## config.mk

```make
export PLATFORM = sky130hd
export DESIGN_NAME = fractional_tick_timekeeper_core
export DESIGN_NICKNAME = d
export VERILOG_FILES = /design/src/hw/rtl/ftt_pkg.sv /design/src/hw/rtl/fractional_tick_timekeeper_core.sv
export VERILOG_INCLUDE_DIRS = /design/src /design/src/hw/rtl
export SDC_FILE = /design/constraint.sdc
export NUM_CORES = 2
export LEC_CHECK = 0
export BUFFER_PORTS_ARGS = -buffer_cell sky130_fd_sc_hd__buf_2
export CORE_MARGIN = 10
export CORE_UTILIZATION = 50
export CTS_CLUSTER_SIZE = 25
export DETAILED_ROUTE_END_ITERATION = 7
export PLACE_DENSITY = 0.67
export SLEW_MARGIN = 20
export SYNTH_ARGS = -nofsm -noshare
export SYNTH_HDL_FRONTEND = slang
export SYNTH_SLANG_ARGS = --single-unit
```

## constraint.sdc

```tcl
create_clock -name i_clk -period 27.1 [get_ports i_clk]
set_clock_uncertainty 0.15 [all_clocks]
set_input_delay 8.13 -clock i_clk [delete_from_list [all_inputs] [get_ports i_clk]]
set_output_delay 8.13 -clock i_clk [all_outputs]
set_load 0.01 [all_outputs]
```

## src/hw/rtl/assert_macros.svh

```systemverilog
// Assertion macros used by the timekeeper core RTL.
`ifndef ASSERT_MACROS_SVH
`define ASSERT_MACROS_SVH

// Check that the consequent holds in the same cycle as the antecedent.
`define ASSERT_SAME(label, ante, cons) \
    label: assert property (@(posedge i_clk) disable iff (!i_rst_n) (ante) |-> (cons)) \
        else $error("assertion failed");

// Check that the consequent holds in the cycle after the antecedent.
`define ASSERT_NEXT(label, ante, cons) \
    label: assert property (@(posedge i_clk) disable iff (!i_rst_n) (ante) |=> (cons)) \
        else $error("assertion failed");

`endif

```

## src/hw/rtl/ftt_pkg.sv

```systemverilog
// Shared types and constants of the fractional tick timekeeper.
`default_nettype none

package ftt_pkg;

    // Result status codes
    typedef enum logic [1:0] {
        STATUS_OK         = 2'd0,
        STATUS_BAD_CLOCK  = 2'd1,
        STATUS_NO_REALTIME = 2'd2
    } t_status;

    // Item kinds
    localparam logic KIND_TICK = 1'b0;
    localparam logic KIND_READ = 1'b1;

    // Clock selections
    localparam logic [1:0] SEL_MONOTONIC = 2'd0;
    localparam logic [1:0] SEL_REALTIME  = 2'd1;

    // Configuration register indexes
    localparam logic [2:0] CFG_STEP_NS     = 3'd0;
    localparam logic [2:0] CFG_STEP_REM    = 3'd1;
    localparam logic [2:0] CFG_FREQ        = 3'd2;
    localparam logic [2:0] CFG_ORIGIN_SEC  = 3'd3;
    localparam logic [2:0] CFG_ORIGIN_NS   = 3'd4;
    localparam logic [2:0] CFG_ORIGIN_VLD  = 3'd5;

    // Configuration reset values
    localparam logic [29:0] RST_STEP_NS  = 30'd999849;
    localparam logic [23:0] RST_STEP_REM = 24'd170180;
    localparam logic [23:0] RST_FREQ     = 24'd1193180;

    // Nanoseconds per second, at the width of a sum of two 30-bit values
    localparam logic [30:0] NS_PER_SEC = 31'd1000000000;

    // Reciprocal of 1000: q = (x * US_MAGIC) >> US_SHIFT, exact for 30-bit x
    localparam logic [28:0] US_MAGIC = 29'd274877907;
    localparam int          US_SHIFT = 38;

endpackage

`default_nettype wire

```

## src/hw/rtl/fractional_tick_timekeeper_core.sv

```systemverilog
// Fractional tick timekeeper: monotonic clock with realtime read-out.
//
//  channel | dir | handshake                    | payload
//  --------+-----+------------------------------+-------------------------------------
//  s_axis  | in  | s_axis_tvalid / s_axis_tready | tuser: kind, tdata: clock_select
//  m_axis  | out | m_axis_tvalid / m_axis_tready | tuser: status, tdata: sec, ns, us
//  cfg     | in  | i_cfg_valid / o_cfg_ready     | i_cfg_index, i_cfg_data
//
// One word is accepted per cycle unless a read waits on a stalled output. A tick updates
// the clock in the cycle after acceptance (step adds and two carry compares); a read
// passes the input register, time select stage and microsecond multiply into the output.
// Reset is synchronous: it clears the clock and the pipeline valids, restores the
// configuration defaults and holds both ready outputs low.
// A stalled output holds the pipeline; ticks keep draining from the input register.
`default_nettype none
`include "assert_macros.svh"

module fractional_tick_timekeeper_core (
    input  wire logic        i_clk,
    input  wire logic        i_rst_n,
    // input words
    input  wire logic        s_axis_tvalid,
    output logic             s_axis_tready,
    input  wire logic [7:0]  s_axis_tdata,   // [1:0] clock_select, [7:2] zero
    input  wire logic [0:0]  s_axis_tuser,   // [0] kind
    // result words
    output logic             m_axis_tvalid,
    input  wire logic        m_axis_tready,
    output logic [87:0]      m_axis_tdata,   // [31:0] seconds_out, [61:32] nanoseconds_out,
                                             // [81:62] microseconds_out, [87:82] zero
    output logic [1:0]       m_axis_tuser,   // [1:0] status
    // configuration writes
    input  wire logic        i_cfg_valid,
    output logic             o_cfg_ready,
    input  wire logic [2:0]  i_cfg_index,
    input  wire logic [31:0] i_cfg_data
);

    // Configuration registers
    logic [29:0] r_step_ns;
    logic [23:0] r_step_rem;
    logic [23:0] r_freq;
    logic [31:0] r_origin_sec;
    logic [29:0] r_origin_ns;
    logic        r_origin_vld;

    // Clock state
    logic [31:0] r_mono_sec;
    logic [29:0] r_mono_ns;
    logic [23:0] r_mono_rem;

    // Input register
    logic        r_in_valid;
    logic        r_in_kind;
    logic [1:0]  r_in_sel;

    // Time select stage
    logic             r_a_valid;
    ftt_pkg::t_status r_a_status;
    logic [31:0]      r_a_sec;
    logic [29:0]      r_a_ns;

    // Output register
    logic             r_out_valid;
    ftt_pkg::t_status r_out_status;
    logic [31:0]      r_out_sec;
    logic [29:0]      r_out_ns;
    logic [19:0]      r_out_us;

    // Flow control
    logic w_out_free;
    logic w_a_free;
    logic w_in_go;
    logic w_tick;
    logic w_read;

    // Tick arithmetic
    logic [30:0] w_ns_sum;
    logic [24:0] w_rem_sum;
    logic        w_rem_carry;
    logic [30:0] w_ns_inc;
    logic        w_sec_carry;
    logic [31:0] n_mono_sec;
    logic [29:0] n_mono_ns;
    logic [23:0] n_mono_rem;

    // Read arithmetic
    logic [30:0]      w_rt_ns_sum;
    logic             w_rt_carry;
    ftt_pkg::t_status n_a_status;
    logic [31:0]      n_a_sec;
    logic [29:0]      n_a_ns;

    // Microsecond product
    logic [58:0] w_us_prod;

    // Handshake decisions
    assign w_out_free    = !r_out_valid || m_axis_tready;
    assign w_a_free      = !r_a_valid || w_out_free;
    assign w_in_go       = r_in_valid && ((r_in_kind == ftt_pkg::KIND_TICK) || w_a_free);
    assign w_tick        = w_in_go && (r_in_kind == ftt_pkg::KIND_TICK);
    assign w_read        = w_in_go && (r_in_kind == ftt_pkg::KIND_READ);
    assign s_axis_tready = i_rst_n && (!r_in_valid || w_in_go);
    assign o_cfg_ready   = i_rst_n;

    // Advance the clock by one step with one remainder and one second carry
    always_comb begin
        w_ns_sum    = {1'b0, r_mono_ns} + {1'b0, r_step_ns};
        w_rem_sum   = {1'b0, r_mono_rem} + {1'b0, r_step_rem};
        w_rem_carry = (w_rem_sum >= {1'b0, r_freq});
        n_mono_rem  = w_rem_carry ? 24'(w_rem_sum - {1'b0, r_freq}) : w_rem_sum[23:0];
        w_ns_inc    = w_ns_sum + {30'd0, w_rem_carry};
        w_sec_carry = (w_ns_inc >= ftt_pkg::NS_PER_SEC);
        n_mono_ns   = w_sec_carry ? 30'(w_ns_inc - ftt_pkg::NS_PER_SEC) : w_ns_inc[29:0];
        n_mono_sec  = r_mono_sec + {31'd0, w_sec_carry};
    end

    // Select the clock for a read, add the origin for realtime, flag a bad select or no origin
    always_comb begin
        w_rt_ns_sum = {1'b0, r_mono_ns} + {1'b0, r_origin_ns};
        w_rt_carry  = (w_rt_ns_sum >= ftt_pkg::NS_PER_SEC);
        n_a_status  = ftt_pkg::STATUS_OK;
        n_a_sec     = 32'd0;
        n_a_ns      = 30'd0;
        case (r_in_sel)
            ftt_pkg::SEL_MONOTONIC: begin
                n_a_sec = r_mono_sec;
                n_a_ns  = r_mono_ns;
            end
            ftt_pkg::SEL_REALTIME: begin
                if (r_origin_vld) begin
                    n_a_sec = r_mono_sec + r_origin_sec + {31'd0, w_rt_carry};
                    n_a_ns  = w_rt_carry ? 30'(w_rt_ns_sum - ftt_pkg::NS_PER_SEC)
                                         : w_rt_ns_sum[29:0];
                end else begin
                    n_a_status = ftt_pkg::STATUS_NO_REALTIME;
                end
            end
            default: begin
                n_a_status = ftt_pkg::STATUS_BAD_CLOCK;
            end
        endcase
    end

    // Divide nanoseconds by one thousand through the reciprocal
    assign w_us_prod = 59'(r_a_ns) * 59'(ftt_pkg::US_MAGIC);

    // Write configuration registers
    always_ff @(posedge i_clk) begin
        if (!i_rst_n) begin
            r_step_ns    <= ftt_pkg::RST_STEP_NS;
            r_step_rem   <= ftt_pkg::RST_STEP_REM;
            r_freq       <= ftt_pkg::RST_FREQ;
            r_origin_sec <= 32'd0;
            r_origin_ns  <= 30'd0;
            r_origin_vld <= 1'b0;
        end else if (i_cfg_valid) begin
            case (i_cfg_index)
                ftt_pkg::CFG_STEP_NS:    r_step_ns    <= i_cfg_data[29:0];
                ftt_pkg::CFG_STEP_REM:   r_step_rem   <= i_cfg_data[23:0];
                ftt_pkg::CFG_FREQ:       r_freq       <= i_cfg_data[23:0];
                ftt_pkg::CFG_ORIGIN_SEC: r_origin_sec <= i_cfg_data;
                ftt_pkg::CFG_ORIGIN_NS:  r_origin_ns  <= i_cfg_data[29:0];
                ftt_pkg::CFG_ORIGIN_VLD: r_origin_vld <= i_cfg_data[0];
                default: ;
            endcase
        end
    end

    // Update the clock on a tick
    always_ff @(posedge i_clk) begin
        if (!i_rst_n) begin
            r_mono_sec <= 32'd0;
            r_mono_ns  <= 30'd0;
            r_mono_rem <= 24'd0;
        end else if (w_tick) begin
            r_mono_sec <= n_mono_sec;
            r_mono_ns  <= n_mono_ns;
            r_mono_rem <= n_mono_rem;
        end
    end

    // Capture input words
    always_ff @(posedge i_clk) begin
        if (!i_rst_n) begin
            r_in_valid <= 1'b0;
        end else if (s_axis_tready) begin
            r_in_valid <= s_axis_tvalid;
        end
    end

    always_ff @(posedge i_clk) begin
        if (s_axis_tready) begin
            r_in_kind <= s_axis_tuser[0];
            r_in_sel  <= s_axis_tdata[1:0];
        end
    end

    // Move reads into the time select stage
    always_ff @(posedge i_clk) begin
        if (!i_rst_n) begin
            r_a_valid <= 1'b0;
        end else if (w_a_free) begin
            r_a_valid <= w_read;
        end
    end

    always_ff @(posedge i_clk) begin
        if (w_read) begin
            r_a_status <= n_a_status;
            r_a_sec    <= n_a_sec;
            r_a_ns     <= n_a_ns;
        end
    end

    // Load the output register
    always_ff @(posedge i_clk) begin
        if (!i_rst_n) begin
            r_out_valid <= 1'b0;
        end else if (w_out_free) begin
            r_out_valid <= r_a_valid;
        end
    end

    always_ff @(posedge i_clk) begin
        if (w_out_free && r_a_valid) begin
            r_out_status <= r_a_status;
            r_out_sec    <= r_a_sec;
            r_out_ns     <= r_a_ns;
            r_out_us     <= w_us_prod[ftt_pkg::US_SHIFT+19:ftt_pkg::US_SHIFT];
        end
    end

    // Drive the result word
    assign m_axis_tvalid = r_out_valid;
    assign m_axis_tuser  = r_out_status;
    assign m_axis_tdata  = {6'd0, r_out_us, r_out_ns, r_out_sec};

    // An error result carries zero time
    `ASSERT_SAME(a_err_zero,
        r_out_valid && (r_out_status != ftt_pkg::STATUS_OK),
        (r_out_sec == 32'd0) && (r_out_ns == 30'd0) && (r_out_us == 20'd0))

    // A read never moves the clock
    `ASSERT_NEXT(a_read_keeps_clock,
        w_read,
        $stable(r_mono_sec) && $stable(r_mono_ns) && $stable(r_mono_rem))

    // A blocked select stage holds its word
    `ASSERT_NEXT(a_stage_holds,
        r_a_valid && r_out_valid && !m_axis_tready,
        r_a_valid && $stable(r_a_sec) && $stable(r_a_ns) && $stable(r_a_status))

endmodule

`default_nettype wire

```

==> run metrics <==
DRT antenna net count=0; Top Metal Used=met4; gr ovfl total=0; Syn Std Cell Area=35,500 um2; FF-to-FF setup slack=16.50 ns; Clock power frac=about a quarter; Die W=about 290 um; layout cells sized above 1=7.12%; Pre-antenna DRT Iters=6; commonest non-fill, non-tap cells in the layout=586 x inv_1, 512 x ha_1, 460 x nand2_1; routed via count=27.2k; antenna diode count=0; Initial Util=50.6%; Port Buffer Count=129; TritonCTS Sinks=381; asr flop ratio synth=0%; Setup TNS Final=0 ns; synth warn=0; Core ar.=70,100 um2; Reg power frac=around 24%; Util after Layout=55.0%; leakage power=18.2 nW; Crit Path Class=primary input to primary output; synth top area cells=ha_1 18%, fa_1 16%, dfxtp_1 13%, edfxtp_1 13%, inv_1 6.2%; Slew HR=roughly a quarter; GP Congestion=0.919; placed cell area=about 37,000 um2; RSZ-0062 raised after global routing=false; DP HPWL=70.2 mm; logic gate share of total power=52.3%; total I/O pin count=142; synth-to-layout area growth=8.75%; Bufs and invs on worst path=2; routed vias/inst=5.49; Synth top area share=approximately 18%; Die ar.=between 80,000 and 90,000 um2; Longest Clk Path Bufs=3; Hold Vio Cnt, Final=0; metal3 WL=4.20 mm; worst vdd ir=95.4 uV; Hold/Removal Path Class=flip-flop to flip-flop; Seq/Total Area, Yosys=25.8%; Worst Setup End Kind=primary output; Yosys top cell by area=ha_1; Gates resized, CTS repair=0; Main synth FF type=dfxtp_1; number of cell rows=between 90 and 100; Post-synth EDFFs=151; number of remaining DRC errors=0; Worst path top cell family by delay=simple AND/OR/NAND/NOR gates; syn_area_per_cell=9.11 um2; CP cell instances=buf_2 -> nor2b_1 -> nand2_1 -> nor2_1 -> nor2_1 -> buf_2; antenna violations before repair=1; Worst EP arrival=between 9 and 10 ns; Die Y=around 290 um; Worst-path clk slew=0.06 ns; TritonCTS Buffers=45; Wirelength per Cell=18.5 um; slowest stage delay, CP=0.41 ns; final WL=91.6 mm; fin area=just under 40,000 um2; Pwr Density=68.7 nW/um2; largest net degree at the start of global routing=102; slowest CP cell=nor2b_1; CP max FO=4; Final Max Slew Viols=0; GRT Util Overall=~22%; worst skew pair latency=0.62 ns; Tmin final=17.52 ns; met2 routed WL=44.0 mm; Tightest Pin Transition=1.12 ns; number of global-route vias before repair=26.7k; most common cell after layout, fill and taps aside=inv_1; Metal-1 WL=40.7 mm; synthesized instance count=3,896; switch share=~40%; H-tree levels=2; Worst Setup Start Kind=primary input; post-CTS setup buffer count=0; Hold Buf Count CTS=0; CTS tree=built; first-pass GRT wire length=146 mm; internal cell power=1.56 mW; FF+latch count, synth=381; status=finished, final reports clean; final setup violation count=0; fmax=between 50 and 60 MHz; final worst-path cycle share=64.7%; initial drt markers=around 1.7k; root buffer cell=clkbuf_16; Nets=4,823; Layout fillers=6,448; P_sw=1.09 mW; Worst Path Required=18.82 ns; maxcap violations=0; Synth cell types=around 100
## path summary, 6_finish.rpt
check / from / endpoint / depth (start not counted)
setup / recovery: m_axis_tready / s_axis_tready / 6
hold / removal: r_a_sec[14] / r_out_sec[14] / 0
setup reg to reg: r_step_rem[0] / r_mono_sec[30] / 43
hold reg to reg: r_a_sec[14] / r_out_sec[14] / 0
## stage by stage
stage	std cells	setup WS (ns)	hold WS (ns)	total power, mW
after floorplan	3901	9.50	0.250	1.68
after global placement	4872	9.56	0.253	2.01
after detailed placement	4872	9.57	0.255	2.03
after CTS	4956	9.57	0.272	2.67
after global routing	4956	9.46	0.277	2.89
final	4956	9.58	0.269	2.65
## area by class of cell
cell class	instances	area, um2	area share, %
flip-flops and latches	381	9140	23.7
inverters	588	2210	5.73
multi-input cells	2805	23700	61.4
clock buffers	56	1200	3.10
well taps	940	1180	3.05
repair buffers	158	863	2.24
clock inverters	28	312	0.807
## logic make-up (layout without fill, tap and decap cells)
logic type | count (synthesis) | in the layout | synth area share (%)
XOR/XNOR | 174 | 174 | 4.30
AO/OA/AOI/OAI | 819 | 819 | 15.0
AND/OR/NAND/NOR | 991 | 991 | 12.6
buffers and inverters | 715 | 830 | 7.68
flip-flops | 381 | 381 | 25.8
other | 1 | 6 | 0.0106
adder cells (fa/ha/maj) | 795 | 795 | 34.0
multiplexers | 20 | 20 | 0.578
## flip-flops by register name (all words and copies together), names as in the netlist
register,flops
r_a_status,2
r_out_ns,30
r_freq,24
r_a_valid,1
r_mono_ns,30
r_origin_vld,1
r_mono_sec,32
m_axis_tvalid,1
r_in_sel,2
r_out_us,20
r_step_rem,24
r_origin_ns,30
r_a_ns,30
r_in_valid,1
r_a_sec,32
m_axis_tuser,2
r_mono_rem,24
r_step_ns,30
r_out_sec,32
r_origin_sec,32
r_in_kind,1
## layer usage
layer  GRT usage (%)  up-vias
li1                -    13408
met1            29.4    13057
met2            37.8      624
met3            2.72      117
met4            6.92        0
met5               0        -
## power by group through the flow
stage,Sequential (mW),Combinational [mW],Clock [mW]
3_3_place_gp,0.657,1.36,0
3_5_place_dp,0.657,1.37,0
4_1_cts,0.645,1.39,0.636
6_report,0.645,1.39,0.619
5_1_grt,0.647,1.59,0.656
2_1_floorplan,0.654,1.03,0
## cell usage after synthesis (all sizes together) (16+ instances only)
library cell  instances
a211oi               23
a21o                 89
a21oi               305
a31oi                24
and2                 16
and3                 22
clkbuf              112
dfxtp               230
edfxtp              151
fa                  283
ha                  512
inv                 588
mux2i                19
nand2               460
nand2b               30
nand3                91
nand4                32
nor2                181
nor2b                33
nor3                 57
o211ai               33
o21a                 28
o21ai               150
o21bai               19
or3                  24
xnor2                95
xor2                 79
(Power assumes the default switching activity.)
